==> config.mk <==
export PLATFORM = sky130hd
export DESIGN_NAME = pafd_ctrl
export DESIGN_NICKNAME = d
export VERILOG_FILES = /design/src/hw/rtl/pafd_pkg.sv /design/src/hw/rtl/pafd_ctrl.sv
export SDC_FILE = /design/constraint.sdc
export NUM_CORES = 1
export LEC_CHECK = 0
export BUFFER_PORTS_ARGS = -buffer_cell sky130_fd_sc_hd__buf_2
export CAP_MARGIN = 20
export CELL_PAD_IN_SITES_DETAIL_PLACEMENT = 1
export CELL_PAD_IN_SITES_GLOBAL_PLACEMENT = 2
export CORE_UTILIZATION = 20
export DETAILED_ROUTE_END_ITERATION = 6
export GPL_ROUTABILITY_DRIVEN = 0
export PLACE_DENSITY = 0.76
export SLEW_MARGIN = 0
export SYNTH_ARGS = -nofsm -noshare
export SYNTH_HDL_FRONTEND = slang
export SYNTH_SLANG_ARGS = --single-unit
==> constraint.sdc <==
create_clock -name clk -period 3.16 [get_ports clk]
set_clock_uncertainty 0.1 [all_clocks]
set_input_delay 0.632 -clock clk [delete_from_list [all_inputs] [get_ports clk]]
set_output_delay 0.632 -clock clk [all_outputs]
set_load 0.005 [all_outputs]
==> src/hw/rtl/pafd_pkg.sv <==
package pafd_pkg;

	// Node table and interval window geometry
	localparam int NODES   = 16;
	localparam int NODE_W  = 4;
	localparam int WINDOW  = 32;
	localparam int HEAD_W  = 5;
	localparam int CNT_W   = 6;
	localparam int RING_AW = NODE_W + HEAD_W;

	// Field widths
	localparam int TIME_W = 48;
	localparam int SUM_W  = 53;
	localparam int PHI_W  = 15;
	localparam int THR_W  = 14;
	localparam int WS_W   = 6;
	localparam int HLTH_W = 2;
	localparam int CMD_W  = 2;

	// Phi arithmetic: num = el * (cnt * log10(e) in Q16), den = sum << 8
	localparam int KW     = 21;
	localparam int LO_W   = 24;
	localparam int HI_W   = TIME_W - LO_W;
	localparam int PP_W   = LO_W + KW;
	localparam int NUM_W  = PP_W + LO_W;
	localparam int QBITS  = 12;
	localparam int STEP_W = 4;
	localparam int DSH_W  = SUM_W + 8 + QBITS - 1;
	localparam int DEN_W  = SUM_W + 8;

	localparam logic [14:0]      LOG10E_Q16 = 15'd28462;
	localparam logic [QBITS-1:0] PHI_CAP_Q8 = 12'd2560;
	localparam logic [PHI_W-1:0] PHI_SAT_Q8 = 15'd25600;

	// Command codes
	localparam logic [CMD_W-1:0] CMD_HEARTBEAT = 2'd0;
	localparam logic [CMD_W-1:0] CMD_QUERY     = 2'd1;
	localparam logic [CMD_W-1:0] CMD_REMOVE    = 2'd2;

	// Health codes
	localparam logic [HLTH_W-1:0] HEALTH_OK        = 2'd0;
	localparam logic [HLTH_W-1:0] HEALTH_SUSPECTED = 2'd1;
	localparam logic [HLTH_W-1:0] HEALTH_BAD       = 2'd2;

	// Configuration register indexes
	localparam logic REG_WINDOW_SIZE   = 1'b0;
	localparam logic REG_PHI_THRESHOLD = 1'b1;

	// Controller to datapath commands
	typedef struct packed {
		logic load;
		logic evict_rd;
		logic evict_sub;
		logic push;
		logic wclear;
		logic clear;
		logic hb_set;
		logic wb;
		logic mul0;
		logic mul1;
		logic mul2;
		logic div_init;
		logic div_step;
		logic finish;
	} dp_cmd_t;

	// Datapath to controller status
	typedef struct packed {
		logic is_hb;
		logic is_remove;
		logic do_push;
		logic eff_zero;
		logic need_evict;
		logic phi_zero;
		logic div_last;
		logic out_free;
	} dp_stat_t;

endpackage

==> src/hw/rtl/pafd_ctrl.sv <==
module pafd_ctrl (
	input  logic                clk,
	input  logic                arst_n,
	input  logic                s_tvalid,
	output logic                s_tready,
	input  pafd_pkg::dp_stat_t  stat,
	output pafd_pkg::dp_cmd_t   cmd
);

	typedef enum logic [3:0] {
		ST_IDLE,
		ST_DECIDE,
		ST_EV_RD,
		ST_EV_SUB,
		ST_PUSH,
		ST_HB_SET,
		ST_WB,
		ST_PHI0,
		ST_MUL1,
		ST_MUL2,
		ST_DIV_INIT,
		ST_DIV,
		ST_FIN
	} state_t;

	state_t state_q;
	state_t state_nx;

	assign s_tready = (state_q == ST_IDLE);

	// Next state and datapath commands
	always_comb begin
		cmd      = '0;
		state_nx = state_q;
		unique case (state_q)
			ST_IDLE: begin
				if (s_tvalid) begin
					cmd.load = 1'b1;
					state_nx = ST_DECIDE;
				end
			end
			ST_DECIDE: begin
				priority if (stat.do_push) begin
					priority if (stat.eff_zero) begin
						cmd.wclear = 1'b1;
						state_nx   = ST_HB_SET;
					end else if (stat.need_evict) begin
						state_nx = ST_EV_RD;
					end else begin
						state_nx = ST_PUSH;
					end
				end else if (stat.is_hb) begin
					state_nx = ST_HB_SET;
				end else if (stat.is_remove) begin
					cmd.clear = 1'b1;
					state_nx  = ST_WB;
				end else begin
					state_nx = ST_WB;
				end
			end
			ST_EV_RD: begin
				cmd.evict_rd = 1'b1;
				state_nx     = ST_EV_SUB;
			end
			ST_EV_SUB: begin
				cmd.evict_sub = 1'b1;
				state_nx      = ST_DECIDE;
			end
			ST_PUSH: begin
				cmd.push = 1'b1;
				state_nx = ST_HB_SET;
			end
			ST_HB_SET: begin
				cmd.hb_set = 1'b1;
				state_nx   = ST_WB;
			end
			ST_WB: begin
				cmd.wb   = 1'b1;
				state_nx = ST_PHI0;
			end
			ST_PHI0: begin
				if (stat.phi_zero) begin
					state_nx = ST_FIN;
				end else begin
					cmd.mul0 = 1'b1;
					state_nx = ST_MUL1;
				end
			end
			ST_MUL1: begin
				cmd.mul1 = 1'b1;
				state_nx = ST_MUL2;
			end
			ST_MUL2: begin
				cmd.mul2 = 1'b1;
				state_nx = ST_DIV_INIT;
			end
			ST_DIV_INIT: begin
				cmd.div_init = 1'b1;
				state_nx     = ST_DIV;
			end
			ST_DIV: begin
				cmd.div_step = 1'b1;
				if (stat.div_last) begin
					state_nx = ST_FIN;
				end
			end
			ST_FIN: begin
				if (stat.out_free) begin
					cmd.finish = 1'b1;
					state_nx   = ST_IDLE;
				end
			end
			default: begin
				state_nx = ST_IDLE;
			end
		endcase
	end

	// State register
	always_ff @(posedge clk or negedge arst_n) begin
		if (!arst_n) begin
			state_q <= ST_IDLE;
		end else begin
			state_q <= state_nx;
		end
	end

endmodule

==> qor.csv, run 1 <==
metric,value,unit
Num Clock Sinks,4,
initial standard-cell utilization of the core,21.84,%
synthesis-to-finish area growth,38.64,%
critical-path cell with the highest stage delay,dfrtp_1,
result of the run,finished clean,
registers with the highest flip-flop counts,state_q (4),
die boundary width,45.90,microns
Final nets,91,
cells along the critical path,or2_1 -> nor3_1 -> and2_1 -> buf_2,
chip height,45.90,microns
overflow left after global routing,0,
number of vias in the routed layout,481,
Worst Setup End Kind,primary output,
"Async S/R FF share, synth",100.0,%
synthesized instance count,54,
floorplan core area,1764,sq um
kind of launch point of the worst setup path,register,
ports placed on the boundary,26,
number of routed nets with antenna violations,0,
fill cell total of the finished layout,254,
site row count,15,
hpwl dp,943.4,microns
vias per inst,4.670,
Clock H-tree levels,1,
Syn Area/Cell,7.136,sq um
number of input and output port buffers inserted,25,
DRC violation count after routing,0,
register with the highest flop count,state_q,
endpoints failing setup,0,
setup repair after global routing missed its margin,false,
dpl cells,100,
delay of the slowest cell on the worst path,0.47,ns
DIE AREA,2106,sq um
CTS tree,yes,
category of cells accounting for the largest share of critical-path delay,simple AND/OR/NAND/NOR gates,
remaining max-slew budget at the tightest pin,75.08,%
total negative slack for setup checks,0,ns
proportion of layout cells with a drive suffix above 1,41.03,%
"commonest non-fill, non-tap cells in the layout","buf_2 (25), nor2_1 (9), nand2_1 (7)",
"commonest non-fill, non-tap cell in the layout",buf_2,
Antenna Cells,0,
total wire length after detailed routing,1.238,mm
antenna violations before repair,0,
setup repair bufs after CTS,0,
library cell occupying the most area in the post-synthesis netlist,dfrtp_1,
Leak,0.2757,nW
post-synthesis instance area,385.4,sq um
Avg WL per Cell,12.02,microns
final core utilization,30.28,%
Clock Latency Late Sink,0.23,ns
leading cell types by total area after synthesis,"dfrtp_1 (26%), nor2_1 (8.8%), nor3_1 (7.8%)",
worst endpoint required time,2.43,ns
type of the worst setup path,reg2out,
Final Slew Violations,0,
router iterations before antenna repair,3,
maximum achievable frequency,444.5,MHz
maximum VDD drop,0.2429,mV
flip-flop count of the largest register after layout,4,
min cycle time layout,2.250,ns
Clock transition at path regs,0.04,ns
hold buffer count at cts,0,
largest net degree at the start of global routing,13,
wire length of the first global-routing pass,1.925,mm
post-synthesis sequential area ratio,25.97,%
number of nets in the synthesized netlist,65,
distinct cell type count of the synthesized netlist,25,
max_cap viols,0,
yosys warns,0,
class of the most critical hold timing path,in2async,
Clock Tree Buf Depth,2,
final non-filler cell total,103,
number of buffers and inverters on the critical path,1,
Post-CTS Resized,0,
count of routing violations after the opening detailed-route iteration,3,
area share of the largest cell type after synthesis,25.97,%
number of enable-type register cells in the synthesized netlist,0,
slew at the pin with the worst max-slew slack,0.3738,ns
number of synthesized register bits,4,
count of endpoints failing hold in the final timing report,0,
biggest fanout along the worst timing path,9,
Pwr per Cell Area,835.6,nW/um^2
Final Cycle Share,71.20,%
dominant synthesized flop cell,dfrtp_1,
clock buffers created by TritonCTS,3,
arrival time at the worst endpoint,1.52,ns
vias in the first global route,439,
root buf cell,clkbuf_4,
global routing usage summed across all routing layers,13.02,%
==> report_power, final <==
part	total, mW	internal [mW]	leakage, nW	switching [mW]
clock network	0.0610	0.0423	0.0138	0.0187
registers	0.145	0.0763	0.0474	0.0691
logic	0.240	0.111	0.214	0.129
==> logic make-up after synthesis <==
group	share of synthesized area, %
AND/OR/NAND/NOR	37.99
AO/OA/AOI/OAI	23.38
buffers and inverters	9.741
flip-flops	25.98
multiplexers	2.922
==> metrics by stage <==
step	area, sq um	total power [mW]	hold slack (ns)	setup slack, ns
detailed placement	511.7	0.3870	0.3408	1.150
global route	534.3	0.4925	0.08645	0.7726
global placement	511.7	0.3836	0.3359	1.164
finish	534.3	0.4464	0.09801	0.9102
CTS	534.3	0.4517	0.09243	0.8946
floorplan	385.4	0.3211	0.2364	1.225
==> Yosys cell counts (all sizes together) (2+ instances only) <==
master,n
nor2,9
nand2,7
nor3,6
dfrtp,4
a21oi,2
a31oi,2
buf,2
clkbuf,2
inv,2
nand2b,2
o21ai,2
or2,2
==> worst paths after layout <==
kind                                   end        from  cells past startpoint  slack, ns
worst max-delay path               cmd[13]  state_q[2]                      4       0.91
worst min-delay path            state_q[2]      arst_n                      1        0.1
worst max register to register  state_q[1]  state_q[2]                      3       1.53
worst min register to register  state_q[3]  state_q[3]                      2       0.56
max in group asynchronous       state_q[1]      arst_n                      1       2.74
min in group clk                state_q[3]  state_q[3]                      2       0.56
==> layout make-up <==
type | count | area (sq um) | area share, %
inverters | 2 | 7.507 | 1.405
clock buffers | 3 | 22.52 | 4.215
repair buffers | 25 | 125.1 | 23.42
multi-input cells | 44 | 247.7 | 46.37
well taps | 25 | 31.28 | 5.855
flip-flops and latches | 4 | 100.1 | 18.74
==> routing by layer <==
layer	track usage, %	vias up	part of all wire [%]
li1	-	240	-
met1	18.82	222	51
met2	18.59	17	44
met3	3.571	2	4.8
met4	3.529	0	0.48
met5	0	-	0
Power figures use the tool's default switching activity.
==> run 2, diff against run 1 <==
--- a/config.mk
+++ b/config.mk
@@ -9,10 +9,10 @@
 export CAP_MARGIN = 20
 export CELL_PAD_IN_SITES_DETAIL_PLACEMENT = 1
 export CELL_PAD_IN_SITES_GLOBAL_PLACEMENT = 2
-export CORE_UTILIZATION = 20
+export CORE_UTILIZATION = 19
 export DETAILED_ROUTE_END_ITERATION = 6
 export GPL_ROUTABILITY_DRIVEN = 0
-export PLACE_DENSITY = 0.76
+export PLACE_DENSITY = 0.72
 export SLEW_MARGIN = 0
 export SYNTH_ARGS = -nofsm -noshare
 export SYNTH_HDL_FRONTEND = slang
==> constraint.sdc (replaced) <==
create_clock -name clk -period 2.3 [get_ports clk]
set_clock_uncertainty 0.1 [all_clocks]
set_input_delay 0.46 -clock clk [delete_from_list [all_inputs] [get_ports clk]]
set_output_delay 0.46 -clock clk [all_outputs]
set_load 0.005 [all_outputs]
==> run 2 against run 1 <==
Against the previous run: total power is 37% higher; cell area is 1.9% higher; register-to-register slack worse by 0.87 ns; clock-buffer cell count stayed put; die area is 5.0% higher; global-route usage hardly changed; combinational power is 39% higher; worst hold slack better by 0.38 ns; critical path type unchanged; critical endpoint unchanged; largest cell class unchanged.
==> qor.csv, run 2 (synthesis gave the netlist of run 1 again) <==
metric,value,unit
largest net degree at the start of global routing,13,
Num Clock Sinks,4,
result of the run,finished clean,
DRC violation count after routing,0,
root buf cell,clkbuf_4,
area taken by flip-flops and latches,100.1,sq um
dpl cells,100,
global routing usage summed across all routing layers,13.05,%
number of routed nets with antenna violations,0,
CTS tree,yes,
flip-flop count of the largest register after layout,4,
total wire length after detailed routing,1.275,mm
type of the worst setup path,reg2out,
class of the most critical hold timing path,in2async,
vias in the first global route,462,
site row count,15,
max_cap viols,0,
total negative slack for setup checks,0,ns
kind of launch point of the worst setup path,register,
setup repair after global routing missed its margin,false,
"commonest non-fill, non-tap cells in the layout","buf_2 (25), nor2_1 (9), nand2_1 (7)",
minimum setup slack after placement,0.4897,ns
Post-CTS Resized,0,
chip height,47.04,microns
number of input and output port buffers inserted,25,
maximum VDD drop,0.3441,mV
Setup WS post-layout,0.2501,ns
endpoints failing setup,0,
initial standard-cell utilization of the core,21.17,%
proportion of layout cells with a drive suffix above 1,40.51,%
Worst Setup End Kind,primary output,
floorplan core area,1821,sq um
Pwr per Cell Area,1126,nW/um^2
min cycle time layout,2.050,ns
fill cell total of the finished layout,248,
Avg WL per Cell,12.26,microns
router iterations before antenna repair,3,
setup repair bufs after CTS,0,
count of routing violations after the opening detailed-route iteration,6,
Antenna Cells,0,
Clock H-tree levels,1,
Clock transition at path regs,0.04,ns
DIE AREA,2212,sq um
Clock Latency Late Sink,0.23,ns
worst endpoint required time,1.74,ns
multi-input combinational cell area,247.7,sq um
slew at the pin with the worst max-slew slack,0.3858,ns
maximum achievable frequency,487.8,MHz
vias per inst,4.760,
arrival time at the worst endpoint,1.49,ns
remaining max-slew budget at the tightest pin,74.28,%
biggest fanout along the worst timing path,9,
registers with the highest flip-flop counts,state_q (4),
number of vias in the routed layout,495,
antenna violations before repair,0,
ports placed on the boundary,26,
Clock Tree Buf Depth,2,
wire length of the first global-routing pass,1.973,mm
die boundary width,47.04,microns
overflow left after global routing,0,
register with the highest flop count,state_q,
"commonest non-fill, non-tap cell in the layout",buf_2,
count of endpoints failing hold in the final timing report,0,
synthesis-to-finish area growth,41.23,%
clock buffers created by TritonCTS,3,
Final Slew Violations,0,
Final nets,92,
Leak,0.2799,nW
Final Cycle Share,89.12,%
final non-filler cell total,104,
hpwl dp,982.6,microns
setup slack of the most critical reg-to-reg path,0.66,ns
==> run 2: cell count changes in the layout (fill, tap and decap cells not counted) <==
cell           before  now
dlygate4sd3_1       0    1
==> run 2: critical path: stages, from the launching register on <==
cell	delay (ns)
dfrtp_1	0.45
or2_1	0.37
nor3_1	0.19
and2_1	0.15
buf_2	0.10
==> run 2: report_power, final <==
group | switching, mW | internal (mW) | leakage (nW)
combinational | 0.180 | 0.154 | 0.219
sequential | 0.0877 | 0.105 | 0.0474
clock | 0.0277 | 0.0583 | 0.0138
total | 0.296 | 0.317 | 0.280
==> run 2: per-stage QoR <==
step | instance area [sq um] | utilization, % | power (mW) | hold slack [ns]
2_1_floorplan | 385.4 | - | 0.4412 | 0.06441
4_1_cts | 544.3 | 29.90 | 0.6241 | 0.4578
3_5_place_dp | 511.7 | 28.11 | 0.5321 | 0.1673
3_3_place_gp | 511.7 | 28.11 | 0.5303 | 0.1686
5_1_grt | 544.3 | 29.90 | 0.6847 | 0.4816
6_report | 544.3 | 29.90 | 0.6127 | 0.4781
==> run 2: path summary, 6_finish.rpt <==
path	endpoint	cells past startpoint	start
setup / recovery	cmd[13]	4	state_q[2]
hold / removal	state_q[1]	2	arst_n
setup reg to reg	state_q[1]	3	state_q[2]
hold reg to reg	state_q[3]	2	state_q[3]
max in group asynchronous	state_q[3]	2	arst_n
min in group clk	state_q[0]	3	s_tvalid
==> run 2: what timing repair did <==
action | 4_1_cts | 5_1_grt
endpoints found under the setup margin | 0 | 0
hold endpoints to repair | 4 | 0
hold buffers | 1 | 0
==> run 2: final cells by class <==
cell class	count	share of cell area (%)
Clock buffer	3	4.138
Inverter	2	1.379
Multi-Input combinational cell	44	45.52
Sequential cell	4	18.39
Tap cell	25	5.747
Timing Repair Buffer	26	24.83
==> run 2: routing by layer <==
layer  share of wire, %  GRT usage (%)  up-vias
li1                   -              -      241
met1                 48          15.79      230
met2                 44          20.83       22
met3                6.1          5.000        2
met4               0.94          5.143        0
met5                  0              0        -
==> run 3, diff against run 2 <==
--- a/config.mk
+++ b/config.mk
@@ -6,7 +6,7 @@
 export NUM_CORES = 1
 export LEC_CHECK = 0
 export BUFFER_PORTS_ARGS = -buffer_cell sky130_fd_sc_hd__buf_2
-export CAP_MARGIN = 20
+export CAP_MARGIN = 25
 export CELL_PAD_IN_SITES_DETAIL_PLACEMENT = 1
 export CELL_PAD_IN_SITES_GLOBAL_PLACEMENT = 2
 export CORE_UTILIZATION = 19
==> constraint.sdc (replaced) <==
create_clock -name clk -period 1.9 [get_ports clk]
set_clock_uncertainty 0.1 [all_clocks]
set_input_delay 0.38 -clock clk [delete_from_list [all_inputs] [get_ports clk]]
set_output_delay 0.38 -clock clk [all_outputs]
set_load 0.005 [all_outputs]
==> run 3 against run 2 <==
Against the previous run: total power up 27%; worst setup slack worse by 0.18 ns; critical path depth unchanged; sequential power up 19%; clock power up 21%; global-route usage down 0.058 points; sequential cell count unchanged; wire length down 5.6%; cell count up 0.96%; first-iteration DRC count unchanged; die area unchanged.
==> qor.csv, run 3 (synthesis gave the netlist of run 1 again) <==
metric,value,unit
synthesis-to-finish area growth,45.78,%
maximum VDD drop,0.4826,mV
"commonest non-fill, non-tap cells in the layout","buf_2 (25), nor2_1 (9), nand2_1 (7)",
Pwr per Cell Area,1386,nW/um^2
Power Internal,0.4137,mW
vias in the first global route,453,
number of routed nets with antenna violations,0,
Num Clock Sinks,4,
met1 routed wirelength after detailed routing,612,microns
Clock Latency Late Sink,0.23,ns
class of the most critical hold timing path,in2async,
proportion of layout cells with a drive suffix above 1,46.25,%
setup repair after global routing missed its margin,true,
Avg WL per Cell,11.47,microns
Detail Route met2 WL,530,microns
worst endpoint required time,1.42,ns
type of the worst setup path,reg2out,
largest net degree at the start of global routing,12,
final hold slack,0.3793,ns
max layer used,met3,
root buf cell,clkbuf_4,
vias per inst,4.486,
chip height,47.04,microns
registers with the highest flip-flop counts,state_q (4),
biggest fanout along the worst timing path,9,
Net Sw Frac,46.87,%
Final Cycle Share,96.27,%
combinational share of power,57.2,%
clock buffers created by TritonCTS,3,
Clock H-tree levels,1,
final non-filler cell total,105,
flip-flop count of the largest register after layout,4,
hpwl dp,997.7,microns
minimum setup slack after placement,0.1731,ns
total wire length after detailed routing,1.204,mm
total negative slack for setup checks,0,ns
switching power total,0.3649,mW
"commonest non-fill, non-tap cell in the layout",buf_2,
CTS tree,yes,
initial standard-cell utilization of the core,21.17,%
Clock transition at path regs,0.04,ns
die boundary width,47.04,microns
max_cap viols,0,
endpoints failing setup,0,
arrival time at the worst endpoint,1.35,ns
number of vias in the routed layout,471,
DIE AREA,2212,sq um
min cycle time layout,1.829,ns
router iterations before antenna repair,3,
Final nets,93,
remaining max-slew budget at the tightest pin,79.95,%
global routing usage summed across all routing layers,12.99,%
kind of launch point of the worst setup path,register,
maximum achievable frequency,546.7,MHz
count of endpoints failing hold in the final timing report,0,
WL met3,61,microns
Setup WS post-layout,0.07083,ns
result of the run,finished clean,
setup repair bufs after CTS,0,
Leak,0.2854,nW
Clock Tree Buf Depth,2,
DRC violation count after routing,0,
antenna violations before repair,0,
Final Slew Violations,0,
overflow left after global routing,0,
sequential fraction of design power,29.4,%
slew at the pin with the worst max-slew slack,0.2982,ns
register with the highest flop count,state_q,
Antenna Cells,0,
count of routing violations after the opening detailed-route iteration,6,
floorplan core area,1821,sq um
relative contribution of the clock network to total power,13.4,%
site row count,15,
Worst Setup End Kind,primary output,
wire length of the first global-routing pass,1.911,mm
ports placed on the boundary,26,
number of input and output port buffers inserted,25,
dpl cells,101,
## run 3: cell types whose count changed in the layout (fill, tap and decap cells not counted), sizes merged
| cell | change |
|---|---|
| buf | +1 |
## run 3: cell type report
class / instances / area, sq um
Clock buffer: 3 / 22.52
Fill cell: 249 / 1259
Inverter: 2 / 7.507
Multi-Input combinational cell: 44 / 255.2
Sequential cell: 4 / 102.6
Tap cell: 25 / 31.28
Timing Repair Buffer: 27 / 142.6
## run 3: routing by layer
metal	global-route usage [%]	vias to the layer above
met3	5.000	0
li1	-	243
met2	19.72	18
met4	5.143	0
met5	0	-
met1	16.55	210
## run 3: final timing paths
kind	from	to	slack (ns)	cells past startpoint
min in group clk	stat[0]	state_q[3]	0.41	4
max reg2reg	state_q[2]	state_q[1]	0.35	3
max	state_q[2]	cmd[13]	0.07	4
min	arst_n	state_q[3]	0.38	2
min reg2reg	state_q[3]	state_q[3]	0.53	2
max in group asynchronous	arst_n	state_q[0]	1.19	2
## run 3: power groups by stage
stage                     logic, mW  registers, mW  clock network [mW]
final                         0.446          0.229               0.104
after global routing          0.505          0.242               0.122
after CTS                     0.450          0.224               0.109
after detailed placement      0.437          0.222                   0
after global placement        0.442          0.214                   0
after floorplan               0.383          0.151                   0
## run 3: metrics by stage
| stage | cell area [sq um] | utilization [%] | total power, mW |
|---|---|---|---|
| global placement | 519.2 | 28.52 | 0.6556 |
| CTS | 555.5 | 30.52 | 0.7831 |
| floorplan | 385.4 | - | 0.5340 |
| global route | 561.8 | 30.86 | 0.8687 |
| finish | 561.8 | 30.86 | 0.7785 |
| detailed placement | 519.2 | 28.52 | 0.6585 |
## run 3: critical path: stages, from the launching register on
cell and delay (ns):
dfrtp_2 0.45, or2_4 0.31, nor3_2 0.12, and2_1 0.14
buf_2 0.10
## run 3: timing repair
item	CTS	global route
setup endpoints to repair	1	4
hold buffers	1	0
hold endpoints to repair	4	0
pin swaps	0	0
gates resized for setup	2	2
